[src/rtl/tsr_pkg.sv]
package tsr_pkg;

    localparam int COL_W  = 7;
    localparam int ROW_W  = 6;
    localparam int LEN_W  = 8;
    localparam int CLR_W  = 24;
    localparam int DX_W   = COL_W + 1;
    localparam int ACC_W  = 14;
    localparam int NUM_W  = ACC_W - 1;
    localparam int QUO_W  = COL_W;
    localparam int CNT_W  = 3;

    typedef struct packed {
        logic [COL_W-1:0] ax;
        logic [ROW_W-1:0] ay;
        logic [COL_W-1:0] bx;
        logic [ROW_W-1:0] by;
        logic [COL_W-1:0] cx;
        logic [ROW_W-1:0] cy;
        logic [CLR_W-1:0] fill_colour;
    } vert_t;

    typedef struct packed {
        logic [COL_W-1:0] span_x;
        logic [ROW_W-1:0] span_row;
        logic [LEN_W-1:0] span_len;
        logic [CLR_W-1:0] span_colour;
        logic             last_span;
    } span_t;

    typedef struct packed {
        logic             start;
        logic [NUM_W-1:0] num;
        logic [ROW_W-1:0] den;
    } div_req_t;

    typedef struct packed {
        logic             busy;
        logic             done;
        logic [QUO_W-1:0] quo;
    } div_rsp_t;

    typedef enum logic [2:0] {
        ST_IDLE,
        ST_SORT,
        ST_SETUP,
        ST_DIV_A,
        ST_WAIT_A,
        ST_DIV_B,
        ST_WAIT_B,
        ST_EMIT
    } tsr_state_t;

endpackage

[src/rtl/tsr_div.sv]
module tsr_div (
    input  logic              clk,
    input  logic              rst_n,
    input  tsr_pkg::div_req_t req,
    output tsr_pkg::div_rsp_t rsp
);
    import tsr_pkg::*;

    localparam int D_W = NUM_W;

    logic [NUM_W-1:0] rem_reg, rem_next;
    logic [D_W-1:0]   dvs_reg, dvs_next;
    logic [QUO_W-1:0] quo_reg, quo_next;
    logic [CNT_W-1:0] cnt_reg, cnt_next;
    logic             done_reg, done_next;
    logic [NUM_W:0]   trial;

    // quotient is known to fit in QUO_W bits, so only QUO_W restoring steps
    always_comb
    begin
        trial     = {1'b0, rem_reg} - {1'b0, dvs_reg};
        rem_next  = rem_reg;
        dvs_next  = dvs_reg;
        quo_next  = quo_reg;
        cnt_next  = cnt_reg;
        done_next = 1'b0;
        if (req.start)
        begin
            rem_next = req.num;
            dvs_next = D_W'({req.den, {(QUO_W-1){1'b0}}});
            quo_next = '0;
            cnt_next = CNT_W'(QUO_W);
        end
        else if (cnt_reg != '0)
        begin
            if (!trial[NUM_W])
            begin
                rem_next = trial[NUM_W-1:0];
            end
            quo_next  = {quo_reg[QUO_W-2:0], ~trial[NUM_W]};
            dvs_next  = dvs_reg >> 1;
            cnt_next  = cnt_reg - CNT_W'(1);
            done_next = (cnt_reg == CNT_W'(1));
        end
    end

    always_ff @(posedge clk or negedge rst_n)
    begin
        if (!rst_n)
        begin
            cnt_reg  <= '0;
            done_reg <= 1'b0;
        end
        else
        begin
            cnt_reg  <= cnt_next;
            done_reg <= done_next;
        end
    end

    always_ff @(posedge clk)
    begin
        rem_reg <= rem_next;
        dvs_reg <= dvs_next;
        quo_reg <= quo_next;
    end

    assign rsp.busy = (cnt_reg != '0);
    assign rsp.done = done_reg;
    assign rsp.quo  = quo_reg;

endmodule

[src/rtl/triangle_span_rasterizer.sv]
// channel | signals                        | word
// --------+--------------------------------+------------------------------
// input   | vert_valid, vert_ready, vert   | one triangle: 3 vertices, colour
// output  | span_valid, span_ready, span   | one span per scanline
//
// One triangle at a time: sort, setup, then for each row two passes through the
// shared restoring divider (one per edge) followed by an emit step. A flat
// triangle (all vertices on one row) goes straight from setup to emit.
// vert_ready is high only while idle. The span output register lets the next
// row compute while a span waits; a stalled sink stops the sequencer at emit.
// Reset (rst_n, async) clears the sequencer, divider count and output valid.
module triangle_span_rasterizer #(
    parameter int ROWS = 64,
    parameter int COLS = 128
) (
    input  logic           clk,
    input  logic           rst_n,
    input  logic           vert_valid,
    output logic           vert_ready,
    input  tsr_pkg::vert_t vert,
    output logic           span_valid,
    input  logic           span_ready,
    output tsr_pkg::span_t span
);
    import tsr_pkg::*;

    localparam logic [COL_W-1:0] X_MAX = (COLS - 1 > 127) ? COL_W'(127) : COL_W'(COLS - 1);
    localparam logic [ROW_W-1:0] Y_MAX = (ROWS - 1 > 63) ? ROW_W'(63) : ROW_W'(ROWS - 1);

    tsr_state_t state_reg, state_next;
    vert_t      in_reg;

    logic [COL_W-1:0] x0_reg, x1_reg, x2_reg;
    logic [ROW_W-1:0] y0_reg, y1_reg, y2_reg;
    logic signed [ACC_W-1:0] sa_reg, sb_reg;
    logic [ROW_W-1:0] row_reg;
    logic [COL_W-1:0] a_reg, b_reg;
    logic             degen_reg;
    span_t            span_reg;
    logic             span_valid_reg;

    div_req_t dreq;
    div_rsp_t drsp;

    // sort network signals
    logic [COL_W-1:0] cx_a, cx_b, cx_c, sx0, sx1, sx2, tx;
    logic [ROW_W-1:0] cy_a, cy_b, cy_c, sy0, sy1, sy2, ty;

    logic signed [DX_W-1:0] dx01, dx02, dx12, step_a;
    logic [ROW_W-1:0] dy01, dy02, dy12;
    logic             flat_bot, upper, load_out, is_last;
    logic [ROW_W:0]   row_inc;
    logic signed [ACC_W-1:0] mag_a, mag_b;
    logic [COL_W-1:0] base_a, lo, hi, mn, mx;
    logic signed [COL_W+1:0] q_ext, val;
    logic [COL_W-1:0] new_col;

    tsr_div u_div (
        .clk   (clk),
        .rst_n (rst_n),
        .req   (dreq),
        .rsp   (drsp)
    );

    // clamp and stable three-way sort by row
    always_comb
    begin
        tx = '0;
        ty = '0;
        cx_a = (in_reg.ax > X_MAX) ? X_MAX : in_reg.ax;
        cy_a = (in_reg.ay > Y_MAX) ? Y_MAX : in_reg.ay;
        cx_b = (in_reg.bx > X_MAX) ? X_MAX : in_reg.bx;
        cy_b = (in_reg.by > Y_MAX) ? Y_MAX : in_reg.by;
        cx_c = (in_reg.cx > X_MAX) ? X_MAX : in_reg.cx;
        cy_c = (in_reg.cy > Y_MAX) ? Y_MAX : in_reg.cy;
        sx0 = cx_a; sy0 = cy_a;
        sx1 = cx_b; sy1 = cy_b;
        sx2 = cx_c; sy2 = cy_c;
        if (sy0 > sy1)
        begin
            tx = sx0; ty = sy0; sx0 = sx1; sy0 = sy1; sx1 = tx; sy1 = ty;
        end
        if (sy1 > sy2)
        begin
            tx = sx1; ty = sy1; sx1 = sx2; sy1 = sy2; sx2 = tx; sy2 = ty;
        end
        if (sy0 > sy1)
        begin
            tx = sx0; ty = sy0; sx0 = sx1; sy0 = sy1; sx1 = tx; sy1 = ty;
        end
    end

    always_comb
    begin
        dx01 = $signed({1'b0, x1_reg}) - $signed({1'b0, x0_reg});
        dx02 = $signed({1'b0, x2_reg}) - $signed({1'b0, x0_reg});
        dx12 = $signed({1'b0, x2_reg}) - $signed({1'b0, x1_reg});
        dy01 = y1_reg - y0_reg;
        dy02 = y2_reg - y0_reg;
        dy12 = y2_reg - y1_reg;
        flat_bot = (y1_reg == y2_reg);
        upper    = (row_reg < y1_reg) || flat_bot;
        step_a   = upper ? dx01 : dx12;
        base_a   = upper ? x0_reg : x1_reg;
        row_inc  = {1'b0, row_reg} + (ROW_W+1)'(1);
        mag_a    = sa_reg[ACC_W-1] ? -sa_reg : sa_reg;
        mag_b    = sb_reg[ACC_W-1] ? -sb_reg : sb_reg;

        mn = x0_reg;
        mx = x0_reg;
        if (x1_reg < mn) mn = x1_reg;
        if (x1_reg > mx) mx = x1_reg;
        if (x2_reg < mn) mn = x2_reg;
        if (x2_reg > mx) mx = x2_reg;

        lo = (a_reg < b_reg) ? a_reg : b_reg;
        hi = (a_reg < b_reg) ? b_reg : a_reg;
        is_last  = degen_reg || (row_reg == y2_reg);
        load_out = !span_valid_reg || span_ready;
    end

    // column = base + trunc(acc / dy), sign applied after the unsigned divide
    always_comb
    begin
        q_ext = $signed({2'b00, drsp.quo});
        if (state_reg == ST_WAIT_B)
        begin
            if (sb_reg[ACC_W-1]) q_ext = -q_ext;
            val = $signed({2'b00, x0_reg}) + q_ext;
        end
        else
        begin
            if (sa_reg[ACC_W-1]) q_ext = -q_ext;
            val = $signed({2'b00, base_a}) + q_ext;
        end
        new_col = val[COL_W-1:0];
    end

    always_comb
    begin
        state_next = state_reg;
        dreq.start = 1'b0;
        dreq.num   = mag_a[NUM_W-1:0];
        dreq.den   = upper ? dy01 : dy12;
        unique case (state_reg)
            ST_IDLE:
            begin
                if (vert_valid) state_next = ST_SORT;
            end
            ST_SORT:  state_next = ST_SETUP;
            ST_SETUP:
            begin
                state_next = (y0_reg == y2_reg) ? ST_EMIT : ST_DIV_A;
            end
            ST_DIV_A:
            begin
                dreq.start = 1'b1;
                state_next = ST_WAIT_A;
            end
            ST_WAIT_A:
            begin
                if (drsp.done) state_next = ST_DIV_B;
            end
            ST_DIV_B:
            begin
                dreq.start = 1'b1;
                dreq.num   = mag_b[NUM_W-1:0];
                dreq.den   = dy02;
                state_next = ST_WAIT_B;
            end
            ST_WAIT_B:
            begin
                if (drsp.done) state_next = ST_EMIT;
            end
            ST_EMIT:
            begin
                if (load_out) state_next = is_last ? ST_IDLE : ST_DIV_A;
            end
            default: state_next = ST_IDLE;
        endcase
    end

    always_ff @(posedge clk or negedge rst_n)
    begin
        if (!rst_n)
        begin
            state_reg      <= ST_IDLE;
            span_valid_reg <= 1'b0;
        end
        else
        begin
            state_reg <= state_next;
            if (state_reg == ST_EMIT && load_out)
            begin
                span_valid_reg <= 1'b1;
            end
            else if (span_ready)
            begin
                span_valid_reg <= 1'b0;
            end
        end
    end

    always_ff @(posedge clk)
    begin
        if (state_reg == ST_IDLE && vert_valid)
        begin
            in_reg <= vert;
        end
        if (state_reg == ST_SORT)
        begin
            x0_reg <= sx0; y0_reg <= sy0;
            x1_reg <= sx1; y1_reg <= sy1;
            x2_reg <= sx2; y2_reg <= sy2;
        end
        if (state_reg == ST_SETUP)
        begin
            sa_reg    <= '0;
            sb_reg    <= '0;
            row_reg   <= y0_reg;
            degen_reg <= (y0_reg == y2_reg);
            a_reg     <= mn;
            b_reg     <= mx;
        end
        if (state_reg == ST_WAIT_A && drsp.done)
        begin
            a_reg <= new_col;
        end
        if (state_reg == ST_WAIT_B && drsp.done)
        begin
            b_reg <= new_col;
        end
        if (state_reg == ST_EMIT && load_out)
        begin
            span_reg.span_x      <= lo;
            span_reg.span_row    <= row_reg;
            span_reg.span_len    <= LEN_W'(hi - lo) + LEN_W'(1);
            span_reg.span_colour <= in_reg.fill_colour;
            span_reg.last_span   <= is_last;
            row_reg              <= row_inc[ROW_W-1:0];
            sb_reg               <= sb_reg + ACC_W'(dx02);
            // entering the lower part restarts the accumulator of the lower edge (from y1 to y2)
            if (!flat_bot && row_inc == {1'b0, y1_reg})
            begin
                sa_reg <= '0;
            end
            else
            begin
                sa_reg <= sa_reg + ACC_W'(step_a);
            end
        end
    end

    assign vert_ready = (state_reg == ST_IDLE);
    assign span_valid = span_valid_reg;
    assign span       = span_reg;

    a_div_idle: assert property (@(posedge clk) disable iff (!rst_n)
        (state_reg == ST_IDLE) |-> !drsp.busy)
        else $error("divider busy while sequencer idle");

    a_len_nonzero: assert property (@(posedge clk) disable iff (!rst_n)
        span_valid |-> (span.span_len != '0))
        else $error("span with zero length");

    a_span_fits: assert property (@(posedge clk) disable iff (!rst_n)
        span_valid |-> (({2'b00, span.span_x} + {1'b0, span.span_len}) <= 10'd128))
        else $error("span runs past the last column");

    a_busy_after_accept: assert property (@(posedge clk) disable iff (!rst_n)
        (vert_valid && vert_ready) |=> !vert_ready)
        else $error("ready again right after accepting a triangle");

endmodule

[config.mk]
export PLATFORM = sky130hd
export DESIGN_NAME = triangle_span_rasterizer
export DESIGN_NICKNAME = d
export VERILOG_FILES = /design/src/rtl/tsr_pkg.sv /design/src/rtl/tsr_div.sv /design/src/rtl/triangle_span_rasterizer.sv
export SDC_FILE = /design/constraint.sdc
export NUM_CORES = 1
export LEC_CHECK = 0
export BUFFER_PORTS_ARGS = -buffer_cell sky130_fd_sc_hd__buf_2
export CORE_ASPECT_RATIO = 2
export CORE_MARGIN = 2
export CORE_UTILIZATION = 41
export CTS_CLUSTER_DIAMETER = 80
export DETAILED_ROUTE_END_ITERATION = 12
export PLACE_DENSITY_LB_ADDON = 0.2
export SLEW_MARGIN = 20
export SYNTH_ARGS = -nofsm -noshare
export SYNTH_HDL_FRONTEND = slang
export SYNTH_HIERARCHICAL = 1
export SYNTH_SLANG_ARGS = --single-unit
[constraint.sdc]
create_clock -name clk -period 7 [get_ports clk]
set_clock_uncertainty 0.1 [all_clocks]
set_input_delay 1.05 -clock clk [delete_from_list [all_inputs] [get_ports clk]]
set_output_delay 1.05 -clock clk [all_outputs]
set_load 0.02 [all_outputs]
==> metrics.md <==
| Metric | Value |
|---|---|
| TritonCTS buffer count | 25 |
| Fin Setup TNS | 0 ps |
| Wire per inst | 18.43 um |
| Critical R2R Launch | in_reg[52] |
| Chip Width | roughly 140 um |
| Worst Path Class, Setup | flop to flop |
| Seq/Total Area, Yosys | 43.96% |
| Min-delay worst type | input port to async pin |
| # setup viols final | 0 |
| Initial antenna violation count | 0 |
| Synth top area cells | edfxtp_1 (41%), ha_1 (11%), xnor2_1 (3.9%) |
| Layout cells sized above 1 | 13.35% |
| # rows | slightly above 100 |
| Yosys warnings | 6 |
| Number of DRC markers in iteration 0 | 446 |
| Vias in the first global route | 12,370 |
| Worst EP required | 7260 ps |
| IO Port Bufs | 114 |
| Post-synth EDFFs | 216 |
| Final WL | just over 40 mm |
| P&R area growth vs syn | 12.43% |
| Final hold vios | 0 |
| Die ar. | 40,220 um2 |
| VDD IR-drop max | 235.8 uV |
| Worst EP arrival | about 6400 ps |
| Core Region | 38,040 um2 |
| Asr flop ratio synth | 3.376% |
| GRT overflow | 0 |
| Power per standard cell area | around 520 nW/um2 |
| Most used cell, CP | ha_1 |
| Fill cells | 3,592 |
| RSZ-0062 raised after global routing | false |
| Reg area | 6947 um2 |
| Syn avg cell area | 10.21 um2 |
| Critical Path End | x1_reg[6] |
| Critical path's slowest cell | a2111oi_0 |
| Area of the multi-input gates | between 8000 and 9000 um2 |
| DPL Wire Length | 31.95 mm |
| Drt drc | 0 |
| DR vias/cell | 5.349 |
| Clk root buf | clkbuf_16 |
| Largest net degree at the start of global routing | 64 |
| Worst reg2reg setup slack | 820 ps |
| Critical R2R Capture | x1_reg[6] |
| Max reg flops | between 60 and 70 |
| Number of hold buffers added after cts | 0 |
| GPL Wtd Cong | approximately 0.91 |
| Post-CTS setup buffer count | 0 |
| Die Y | 281.6 um |
| Synth Instances | ~1,500 |
| Synth top cells by count | edfxtp_1 (216), nand2_1 (147), ha_1 (143), inv_1 (141), nor2_1 (113) |
| Startpoint Class | flop |
| Status | complete, no violations |
| All-Layer GR Usage | between 20% and 30% |
| Global-route wire length before repair | 63.54 mm |
| TritonCTS clock tree | yes |
| Highest clock rate | 0.1617 GHz |
| Top_reg_cell synth | edfxtp_1 |
| Synth top area share | between 40% and 50% |
| TritonRoute pass-1 iters | 5 |
| Placed Instances | 2,139 |
| IO Pins | 115 |
| Initial Util | 41.54% |
| Synthesized cell area | between 15,000 and 20,000 um2 |
| Static Leak | about 7.4 nW |
| Worst skew pair latency | 560 ps |
| Max clock buf depth | 3 |
| CP max stage delay | ~580 ps |
| # diodes | 0 |
| Clk sinks | 237 |
| Area leader, netlist | edfxtp_1 |
| MaxCap Viol Count | 0 |
| Final net count | 1,873 |
| Via Count | 11,690 |
| Tmin final | 6184 ps |
| Final cell count without fillers | 2,185 |
| H-tree levels | 1 |
| Worst-path clk slew | 70 ps |
| R2R cell count | 18 |
| CP startpoint | in_reg[52] |
| # resized after CTS | 0 |
| Critical Path Sink Type | flop |
| Final period utilization | 88.34% |
| CP cell instances | ha_1 > maj3_2 > a21oi_1 > nor2b_1 > o32ai_4 > buf_4 > mux2i_1 > ha_1 > nand3_1 > nor2_1 > a21oi_2 > buf_4 > mux2i_1 > ha_1 > a2111oi_0 > a21oi_2 > mux2_2 > a221oi_1 |
| Rel. slew slack | 33.92% |
| Most frequent cell after synthesis | edfxtp_1 |
| Syn Nets | 1,770 |
| Worst-margin pin slew | 991.1 ps |
| Max-slew violation count | 0 |
| Post-route ant nets | 0 |
| FF+latch count, synth | 237 |
| Crit Path Max Fanout | 21 |
| Synth cell types | 72 |
## per-layer routing
| layer | GRT usage, % | wire length, um | vias to the layer above |
|---|---|---|---|
| li1 | - | - | 5787 |
| met1 | 19.12 | 13680 | 5508 |
| met2 | 40.79 | 22790 | 267 |
| met3 | 1.987 | 1107 | 126 |
| met4 | 12.26 | 2690 | 0 |
| met5 | 0 | 0 | - |
## worst min-delay path by stage
stage | endpoint | start | slack (ps)
6_report | state_reg[0] | rst_n | 230
5_1_grt | span_valid | rst_n | 220
4_1_cts | state_reg[2] | rst_n | 210
3_5_place_dp | span[21] | in_reg[20] | 300
3_3_place_gp | span[16] | in_reg[15] | 300
2_1_floorplan | span[10] | in_reg[9] | 300
## metrics by stage
| step | area (um2) | setup slack (ps) | hold WS (ps) | utilization, % | total power, mW |
|---|---|---|---|---|---|
| 2_1_floorplan | 15800 | 1574 | 300.3 | - | 6.583 |
| 3_3_place_gp | 16910 | 976.1 | 300.5 | 44.47 | 7.810 |
| 3_5_place_dp | 16910 | 938.0 | 304.5 | 44.47 | 7.906 |
| 4_1_cts | 17770 | 920.1 | 205.7 | 46.71 | 9.343 |
| 5_1_grt | 17770 | 547.7 | 221.0 | 46.71 | 10.08 |
| 6_report | 17770 | 816.4 | 226.5 | 46.71 | 9.253 |
## placed cells by master, fill, tap and decap left out, drive strengths merged, types with 51 or more instances in the layout
cell and count:
edfxtp 216, nand2 147, inv 147, ha 143, buf 130, nor2 113, o21ai 99, a21oi 99
xnor2 70, mux2i 51
## power breakdown
part | switching, mW | leakage [nW] | internal (mW) | total (mW)
clock | 0.599 | 0.408 | 0.787 | 1.39
combinational | 3.07 | 4.75 | 2.17 | 5.25
sequential | 0.388 | 2.22 | 2.23 | 2.62
## layout make-up
class | count | area share (%)
Tap cell | 515 | 3.627
Sequential cell | 237 | 39.10
Clock inverter | 17 | 1.197
Clock buffer | 29 | 3.606
Timing Repair Buffer | 130 | 3.887
Inverter | 143 | 3.021
Multi-Input combinational cell | 1114 | 45.56
## kinds of logic after synthesis
logic type | after synthesis | synth area share [%]
compound gates | 375 | 15.77
xor+xnor | 110 | 6.097
fa+ha+maj | 156 | 12.91
buf+inv | 197 | 4.885
flops | 237 | 43.96
mux | 72 | 4.727
simple gates | 401 | 11.65
## critical path: cells and delay by family, from the launching register on
kind | cells | cell delay, ps
buf+inv | 2 | 740
simple gates | 3 | 200
fa+ha+maj | 4 | 1080
flops | 1 | 410
compound gates | 6 | 2330
mux | 3 | 1100
No activity file was read; power rests on OpenSTA's default activity.
